[src/ims_pkg.sv]
// Types shared by the insertion-cell sorter: payload structs and cell control.
// No dependencies.
package ims_pkg;

   typedef logic signed [31:0] value_type;

   // Input transfer payload
   typedef struct packed {
      value_type value;
      logic      last_item;
   } req_payload_type;

   // Result transfer payload
   typedef struct packed {
      value_type sorted_value;
      logic      last_result;
      logic      overflow;
   } rsp_payload_type;

   // Broadcast control from the top level to every cell
   typedef struct packed {
      logic      insert;
      logic      shift_out;
      value_type value;
   } cell_ctrl_type;

endpackage

[src/ims_cell.sv]
// One cell of the sorted insertion chain: holds one value and its valid bit.
// Depends on ims_pkg.
module ims_cell (
   input  logic                  clock,
   input  logic                  reset,
   input  ims_pkg::cell_ctrl_type ctrl,
   input  logic                  left_pos,
   input  logic                  left_valid,
   input  ims_pkg::value_type    left_value,
   input  logic                  right_valid,
   input  ims_pkg::value_type    right_value,
   output logic                  pos,
   output logic                  valid,
   output ims_pkg::value_type    value
);

   logic               valid_ff, valid_in;
   ims_pkg::value_type value_ff, value_in;

   // New value belongs here or to the left: slot is empty or holds a greater value
   assign pos   = !valid_ff || (ctrl.value < value_ff);
   assign valid = valid_ff;
   assign value = value_ff;

   // Insert: the first position takes the new value, later ones shift right.
   // Drain: every cell takes its right neighbor.
   always_comb begin
      valid_in = valid_ff;
      value_in = value_ff;
      if (ctrl.shift_out) begin
         valid_in = right_valid;
         value_in = right_value;
      end else if (ctrl.insert && pos) begin
         value_in = left_pos ? left_value : ctrl.value;
         valid_in = valid_ff || left_valid;
      end
   end

   always_ff @(posedge clock) begin
      if (reset) begin
         valid_ff <= 1'b0;
      end else begin
         valid_ff <= valid_in;
      end
   end

   always_ff @(posedge clock) begin
      value_ff <= value_in;
   end

endmodule

[config.mk]
export PLATFORM = sky130hd
export DESIGN_NAME = ims_cell
export DESIGN_NICKNAME = d
export VERILOG_FILES = /design/src/ims_pkg.sv /design/src/ims_cell.sv
export SDC_FILE = /design/constraint.sdc
export NUM_CORES = 1
export LEC_CHECK = 0
export BUFFER_PORTS_ARGS = -buffer_cell sky130_fd_sc_hd__buf_4
export CAP_MARGIN = 20
export CORE_ASPECT_RATIO = 1.2
export CORE_UTILIZATION = 45
export DETAILED_ROUTE_END_ITERATION = 8
export PLACE_DENSITY = 0.83
export RECOVER_POWER = 100
export SYNTH_ARGS = -nofsm -noshare
export SYNTH_HDL_FRONTEND = slang
export SYNTH_SLANG_ARGS = --single-unit
[constraint.sdc]
create_clock -name clock -period 4.8 [get_ports clock]
set_input_delay 0.24 -clock clock [delete_from_list [all_inputs] [get_ports clock]]
set_output_delay 0.24 -clock clock [all_outputs]
set_load 0.02 [all_outputs]
==> results of run 1 <==
## worst max-delay path by stage
stage,startpoint,to,slack (ns),cells past startpoint
after floorplan,value[31],value[0],2.06,8
after global placement,value[31],value[16],1.93,8
after detailed placement,value[31],value[15],2.01,9
after CTS,value[31],value[15],2.00,9
final,ctrl[32],value[12],1.51,6
after global routing,ctrl[32],value[11],1.18,6
## power by group through the flow
stage	Sequential [mW]	Combinational [mW]	Clock, mW
after floorplan	0.419	0.138	0
after global placement	0.379	0.322	0
after detailed placement	0.380	0.337	0
after CTS	0.374	0.338	0.252
after global routing	0.377	0.343	0.267
final	0.373	0.308	0.247
## stage by stage
step / instance area [um2] / power [mW] / util
2_1_floorplan: 2500 / 0.558 / -
3_3_place_gp: 3560 / 0.701 / 0.667
3_5_place_dp: 3590 / 0.717 / 0.672
4_1_cts: 3690 / 0.964 / 0.692
5_1_grt: 3560 / 0.987 / 0.667
6_report: 3560 / 0.928 / 0.667
## state kept, by name, indices dropped and copies added, names as in the netlist
name   cells
value     32
valid      1
## logic make-up after synthesis
group | count (synthesis) | synth area share
adder cells (fa/ha/maj) | 31 | 0.155
flip-flops | 33 | 0.392
buffers and inverters | 43 | 0.0659
AO/OA/AOI/OAI | 61 | 0.138
AND/OR/NAND/NOR | 64 | 0.116
multiplexers | 33 | 0.134
## cell usage in the layout, fill, tap and decap left out, types with 16 or more instances in the layout
cell,netlist,final
buf_4,0,102
nand2_1,41,41
o21ai_0,35,35
clkbuf_1,8,35
inv_1,32,32
mux2i_1,32,32
edfxtp_1,32,32
ha_1,31,31
a21oi_1,16,16
## cell type report
class / count / share of cell area
clock buffer: 6 / 0.0204
tap: 62 / 0.0218
clock inverter: 2 / 0.00949
timing repair buffer: 137 / 0.259
multi-input combinational: 189 / 0.380
inverter: 32 / 0.0338
sequential: 33 / 0.276
## metal layers
layer	vias up	share of wire	routed length (um)	track usage
met5	-	0	0	0
met4	0	0.011	70	0.0673
met3	6	0.068	430	0.0604
met2	93	0.52	3270	0.406
met1	1069	0.40	2510	0.241
li1	1206	-	-	-
==> impl_metrics.toml, run 1 <==
[setup_path]
worst-r2r-cell-count = 9
slowest_delay_ns = 1.71
worstSetupEndpointType = "register"
r2r-end = "value[12]"
crit_type = "input port to register"
path_buf_inv = 2
crit_family = "buffers and inverters"
path_cells = "clkbuf_1, nand3b_1, a31oi_1, nor2_1, o211a_1, buf_16"
reg2reg_slack_ns = 1.95
crit_arrival_ns = 3.28
cp_data_required_time_ns = 4.79
r2r-start = "value[31]"
cpMaxStageDelayCell = "clkbuf_1"
critPathLaunchType = "input port"
crit_fanout = 69

[sta]
min_period_over_period = 0.686
hold_ws_ns = 0.116
worst_pin_slew_ns = 2.45
final_hold_viol_count = 0
timing.final.max_slew_violations = 70
setup_ws_ns = 1.51
fin_crit_ns = 3.29
slew_headroom = -0.634
rsz0062_at_grt = "false"
fmax_mhz = 304
finClkSkew_ns = 0.00339
finalSetupViolations = 0
fin_tns_setup_ns = 0

[grt]
grt_use_total = 0.220
grt_max_degree = 70
grt_pass1_vias = 2350
grt_pass1_wl_um = 10300
antenna_found_initial = 0
grt.overflow.total = 0

[cells_and_area]
antenna_cells = 0
drive_above_1_share = 0.281
multi_input_area_um2 = 1350
fin_cells = 461
regArea_um2 = 981
area_growth_pct = 42.1
fill_cells = 491
nets = 532

[min_path]
hold_end = "valid"
min-delay-start = "reset"
holdCritPathClass = "input port to register"
hold_depth = 2

[cts]
cts.repair.resized = 0
clock_latency_ns = 0.27
cts.sinks = 33
cts-root-buf = "clkbuf_8"
numCtsBuffers = 5
cts_buffer_depth = 2
clk_pin_slew_ns = 0.06
cts_setup_buffers = 0
htreeDepth = 2
cts_tree = "done"
cts-hold-fix-buffers = 0

[drt]
vias = 2374
drt_iter0_drc = 47
antenna_left = 0
routed_wl_um = 6280
via_per_inst = 5.15
first_pass_iters = 4
routedWlPerCell_um = 13.6
drc = 0

[floorplan]
die_w_um = 70.1
coreArea_um2 = 5330
ios = 137
die-area_um2 = 5870
start_util = 0.470
rows = 29
die_h_um = 83.7

[pwr]
seq_power_share = 0.402
p_clk_frac = 0.267
p_int_uw = 650
powerDensity_nw_per_um2 = 261
p_leak_nw = 1.76
power.switching_uw = 278
peakVddDrop_uv = 212
switching_share = 0.300
power_frac_comb = 0.332

[logic_synthesis]
mappedNetlistArea_um2 = 2500
yosys.area.top_type = "edfxtp_1"
synth.most_common_cell = "nand2_1"
synth_ff_type = "edfxtp_1"
synthArstFlopShare = 0
syn_inst = 265
ys_types = 29
synthTopCellsByArea = "edfxtp_1 38%, ha_1 15%, mux2i_1 13%"
synth_top_area_share = 0.384
synth_edf_count = 32
syn-num-nets = 399
synth_warnings = 0
ys_seq_elements = 33
ys_seq_area_frac = 0.392
syn_area_per_cell_um2 = 9.45
synth_common_cells = "41 x nand2_1, 35 x o21ai_0, 32 x edfxtp_1, 32 x inv_1, 32 x mux2i_1"

[placement]
place_hpwl_um = 5150
port_buffers = 136
routabilityCongestion = 0.798
post-place-ws_ns = 2.01
placed_cells = 453

[job]
drv_cap = 1

[status]
violations = "max-capacitance violations, max-slew violations"
outcome = "finished, violations left"
Note: power is estimated with default switching activity, not from simulation.
==> run 2, diff against run 1 <==
==> constraint.sdc (replaced) <==
create_clock -name clock -period 3.1 [get_ports clock]
set_input_delay 0.155 -clock clock [delete_from_list [all_inputs] [get_ports clock]]
set_output_delay 0.155 -clock clock [all_outputs]
set_load 0.02 [all_outputs]
==> run 2 against run 1 <==
The flow still finishes with violations (max-capacitance violations, max-slew violations). Core utilization decreased by 0.89 points. Via count increased by 0.46%. Wire length increased by 2.2%. Non-clock buffer count increased by 1. Sequential cell count unchanged. Cell count increased by 0.22%. Hold slack got worse by 0.092 ns. Register-to-register slack got worse by 1.6 ns. Count of clock-buffer cells in the layout decreased by 1. Critical path depth increased by 2. Highest routed layer unchanged.
==> impl_metrics.toml, run 2 (synthesis gave the netlist of run 1 again) <==
[setup_path]
worst-r2r-cell-count = 9
crit_family = "compound AO/OA/AOI/OAI gates"
worstSetupEndpointType = "output port"
cp_data_required_time_ns = 2.94
crit_type = "register to output port"
reg2reg_slack_ns = 0.39
r2r-start = "value[30]"
crit_arrival_ns = 2.55
path_buf_inv = 2
r2r-end = "value[17]"
cpMaxStageDelayCell = "o41ai_1"
crit_fanout = 3
path_cells = "inv_1, ha_1, nand4_1, o311a_1, o41ai_1, a21oi_1, mux2_4, buf_4"
startpoint = "value[7]"
slowest_delay_ns = 0.47
critPathLaunchType = "register"

[cells_and_area]
fin_cells = 462
layout_common_cells = "103 x buf_4, 41 x nand2_1, 35 x o21ai_0"
antenna_cells = 0
drive_above_1_share = 0.280
area_growth_pct = 40.2
mostFrequentLayoutCell = "buf_4"
nets = 533
largest_reg_flops = 32

[cts]
cts_tree = "done"
cts.sinks = 33
cts-hold-fix-buffers = 0
cts_setup_buffers = 0
cts-root-buf = "clkbuf_8"
cts_buffer_depth = 2
clock_latency_ns = 0.28
numCtsBuffers = 5
htreeDepth = 2
clk_pin_slew_ns = 0.06
cts.repair.resized = 0

[pwr]
p_clk_frac = 0.222
power.switching_uw = 433
power_frac_comb = 0.350
p_int_uw = 916
switching_share = 0.321
seq_power_share = 0.429
powerDensity_nw_per_um2 = 384
p_leak_nw = 1.74
peakVddDrop_uv = 243

[placement]
port_buffers = 136
routabilityCongestion = 0.771
placed_cells = 454
post-place-ws_ns = 0.600
place_hpwl_um = 5140

[min_path]
holdCritPathClass = "input port to register"
hold_depth = 2
min-delay-start = "reset"
hold_end = "valid"

[floorplan]
coreArea_um2 = 5330
ios = 137
die_h_um = 83.7
die-area_um2 = 5870
rows = 29
die_w_um = 70.1
start_util = 0.470

[sta]
worst_pin_slew_ns = 2.31
fin_tns_setup_ns = 0
finalSetupViolations = 0
rsz0062_at_grt = "false"
setup_ws_ns = 0.392
slew_headroom = -0.537
timing.final.max_slew_violations = 33
fin_crit_ns = 2.71
final_hold_viol_count = 0
fmax_mhz = 369
finClkSkew_ns = 0.00711
min_period_over_period = 0.873

[grt]
grt_pass1_vias = 2316
grt_max_degree = 70
grt_pass1_wl_um = 10300
grt.overflow.total = 0
grt_use_total = 0.222
antenna_found_initial = 0

[drt]
routedWlPerCell_um = 13.9
drt_iter0_drc = 69
routed_wl_um = 6420
vias = 2385
drc = 0
via_per_inst = 5.16
antenna_left = 0
first_pass_iters = 4

[status]
outcome = "finished, violations left"
violations = "max-capacitance violations, max-slew violations"

[job]
drv_cap = 1
[run 2: cell type report]
cell class                      count  area [um2]
Clock buffer                        5        68.8
Clock inverter                      3        12.5
Fill cell                         471        1820
Inverter                           32         120
Multi-Input combinational cell    189        1350
Sequential cell                    33         981
Tap cell                           62        77.6
Timing Repair Buffer              138         906
[run 2: per-stage QoR]
stage	cell area, um2	utilization	power, mW	hold WS, ns
floorplan	2500	-	0.863	0.227
global placement	3570	0.670	1.09	0.317
detailed placement	3570	0.670	1.10	0.317
CTS	3650	0.685	1.40	0.0167
global route	3510	0.658	1.43	0.0163
finish	3510	0.658	1.35	0.0239
[run 2: power by group through the flow]
stage	logic [mW]	clock network, mW	registers [mW]
global route	0.526	0.319	0.584
floorplan	0.214	0	0.649
CTS	0.518	0.308	0.580
global placement	0.503	0	0.586
finish	0.472	0.299	0.578
detailed placement	0.515	0	0.589
[run 2: worst max-delay path by stage]
stage                           to  slack [ns]  cells after the start
after floorplan           value[0]        0.36                      8
after global placement    value[7]        0.70                      9
after detailed placement  value[6]        0.60                      9
after CTS                      pos        0.49                      8
after global routing           pos        0.19                      8
final                          pos        0.39                      8
[run 2: routing by layer]
layer | track usage | share of wire
met3 | 0.0580 | 0.078
met4 | 0.0600 | 0.015
met1 | 0.253 | 0.39
met2 | 0.406 | 0.51
met5 | 0 | 0
==> run 3, diff against run 2 <==
--- a/config.mk
+++ b/config.mk
@@ -8,9 +8,9 @@
 export BUFFER_PORTS_ARGS = -buffer_cell sky130_fd_sc_hd__buf_4
 export CAP_MARGIN = 20
 export CORE_ASPECT_RATIO = 1.2
-export CORE_UTILIZATION = 45
+export CORE_UTILIZATION = 29
 export DETAILED_ROUTE_END_ITERATION = 8
-export PLACE_DENSITY = 0.83
+export PLACE_DENSITY = 0.58
 export RECOVER_POWER = 100
 export SYNTH_ARGS = -nofsm -noshare
 export SYNTH_HDL_FRONTEND = slang
==> run 3 against run 2 <==
Hold slack lost 0.00057 ns. Maximum frequency is 2.4% lower. Global-route usage shrank 7.0 points. The flow still finishes with violations (max-capacitance violations, max-slew violations). Critical path depth up 1. Combinational power is essentially flat. Non-clock buffer count up 1. Power increased by 7.2%. Sequential cell count did not move. Critical endpoint is now value[3]. Clock skew grew 0.00056 ns. Core utilization decreased by 22 points.
==> impl_metrics.toml, run 3 (synthesis gave the netlist of run 1 again) <==
[pwr]
peakVddDrop_uv = 157
p_int_mw = 1.00
seq_power_share = 0.398
switching_share = 0.307
p_total_mw = 1.45
power_frac_comb = 0.326
powerDensity_nw_per_um2 = 400
power.switching_uw = 443
p_leak_nw = 1.75
p_clk_frac = 0.276

[setup_path]
r2r-start = "value[31]"
crit_type = "register to register"
crit_fanout = 16
slowest_delay_ns = 0.48
worstSetupEndpointType = "register"
cpMaxStageDelayCell = "or4b_1"
cp_data_required_time_ns = 3.13
path_cells = "inv_1, ha_1, nand4_1, nor2_1, a221oi_1, nand3_1, or4b_1, o211a_1, buf_4"
startpoint = "value[31]"
critPathLaunchType = "register"
crit_arrival_ns = 2.80

[min_path]
holdCritPathClass = "input port to register"
min-delay-start = "reset"

[drt]
routedWlPerCell_um = 13.0
drt_iter0_drc = 58
routed_wl_um = 6680
via_per_inst = 4.51
first_pass_iters = 6
vias = 2325
antenna_left = 0
drc = 0

[sta]
rsz0062_at_grt = "false"
min_period_over_period = 0.895
slew_headroom = -0.587
timing.final.max_slew_violations = 33
worst_pin_slew_ns = 2.38
fmax_mhz = 360
finalSetupViolations = 0
finClkSkew_ns = 0.00767
fin_crit_ns = 2.78
fin_tns_setup_ns = 0
final_hold_viol_count = 0

[placement]
place_hpwl_um = 5330
placed_cells = 507
port_buffers = 136
routabilityCongestion = 0.816

[cts]
cts-root-buf = "clkbuf_8"
cts_buffer_depth = 2
cts-hold-fix-buffers = 0
cts.repair.resized = 0
cts_setup_buffers = 0
cts_tree = "done"
clk_pin_slew_ns = 0.07
clock_latency_ns = 0.29
numCtsBuffers = 5
cts.sinks = 33
htreeDepth = 2

[status]
outcome = "finished, violations left"
violations = "max-capacitance violations, max-slew violations"

[floorplan]
die_h_um = 104
die_w_um = 86.8
start_util = 0.304
die-area_um2 = 9010
coreArea_um2 = 8240
ios = 137
rows = 36

[cells_and_area]
nets = 534
drive_above_1_share = 0.282
layout_common_cells = "105 x buf_4, 41 x nand2_1, 35 x o21ai_0, 35 x clkbuf_1"
largest_reg_flops = 32
fin_cells = 515
area_growth_pct = 44.2
mostFrequentLayoutCell = "buf_4"
fill_cells = 856
antenna_cells = 0

[grt]
antenna_found_initial = 0
grt_pass1_wl_um = 10600
grt.overflow.total = 0
grt_use_total = 0.152
grt_pass1_vias = 2323
grt_max_degree = 39

[job]
drv_cap = 1
## run 3: cell count changes in the layout (fill, tap and decap cells not counted), sizes merged
cell and change:
buf +2, bufinv +1, clkinv -2
## run 3: path summary, 6_finish.rpt
kind,end,slack [ns],cells after the start
worst min register to register,valid,0.76,4
worst max-delay path,value[3],0.32,9
worst max register to register,value[3],0.32,9
worst min-delay path,valid,0.02,2
## run 3: metal layers
metal	GRT usage	wire length [um]	part of all wire
met1	0.181	2910	0.44
met2	0.259	3190	0.48
met3	0.0446	503	0.075
met4	0.0476	72	0.011
met5	0	0	0
## run 3: cell type report
cell class	count	area, um2	area share
clock buffer	6	72.6	0.0201
clock inverter	2	33.8	0.00936
inverter	32	120	0.0333
multi-input combinational	189	1350	0.372
sequential	33	981	0.272
tap	114	143	0.0395
timing repair buffer	139	916	0.254
## run 3: per-stage QoR
stage	utilization	worst slack (ns)	cell area, um2	hold slack (ns)
6_report	0.438	0.324	3610	0.0233
5_1_grt	0.438	0.128	3610	0.0203
4_1_cts	0.455	0.367	3750	0.0121
3_5_place_dp	0.442	0.381	3650	0.319
3_3_place_gp	0.442	0.480	3650	0.318
2_1_floorplan	-	0.361	2500	0.227
## run 3: power by group through the flow
stage          combinational, mW  sequential (mW)  clock (mW)
4_1_cts                    0.523            0.578       0.412
6_report                   0.471            0.576       0.399
3_5_place_dp               0.521            0.588           0
3_3_place_gp               0.516            0.586           0
2_1_floorplan              0.214            0.649           0
5_1_grt                    0.532            0.583       0.430
## run 3: critical path, delay by kind of cell, from the launching register on
| kind | cells | cell delay [ns] |
|---|---|---|
| flops | 1 | 0.35 |
| fa+ha+maj | 1 | 0.36 |
| buf+inv | 2 | 0.33 |
| simple gates | 4 | 0.84 |
| compound gates | 2 | 0.61 |
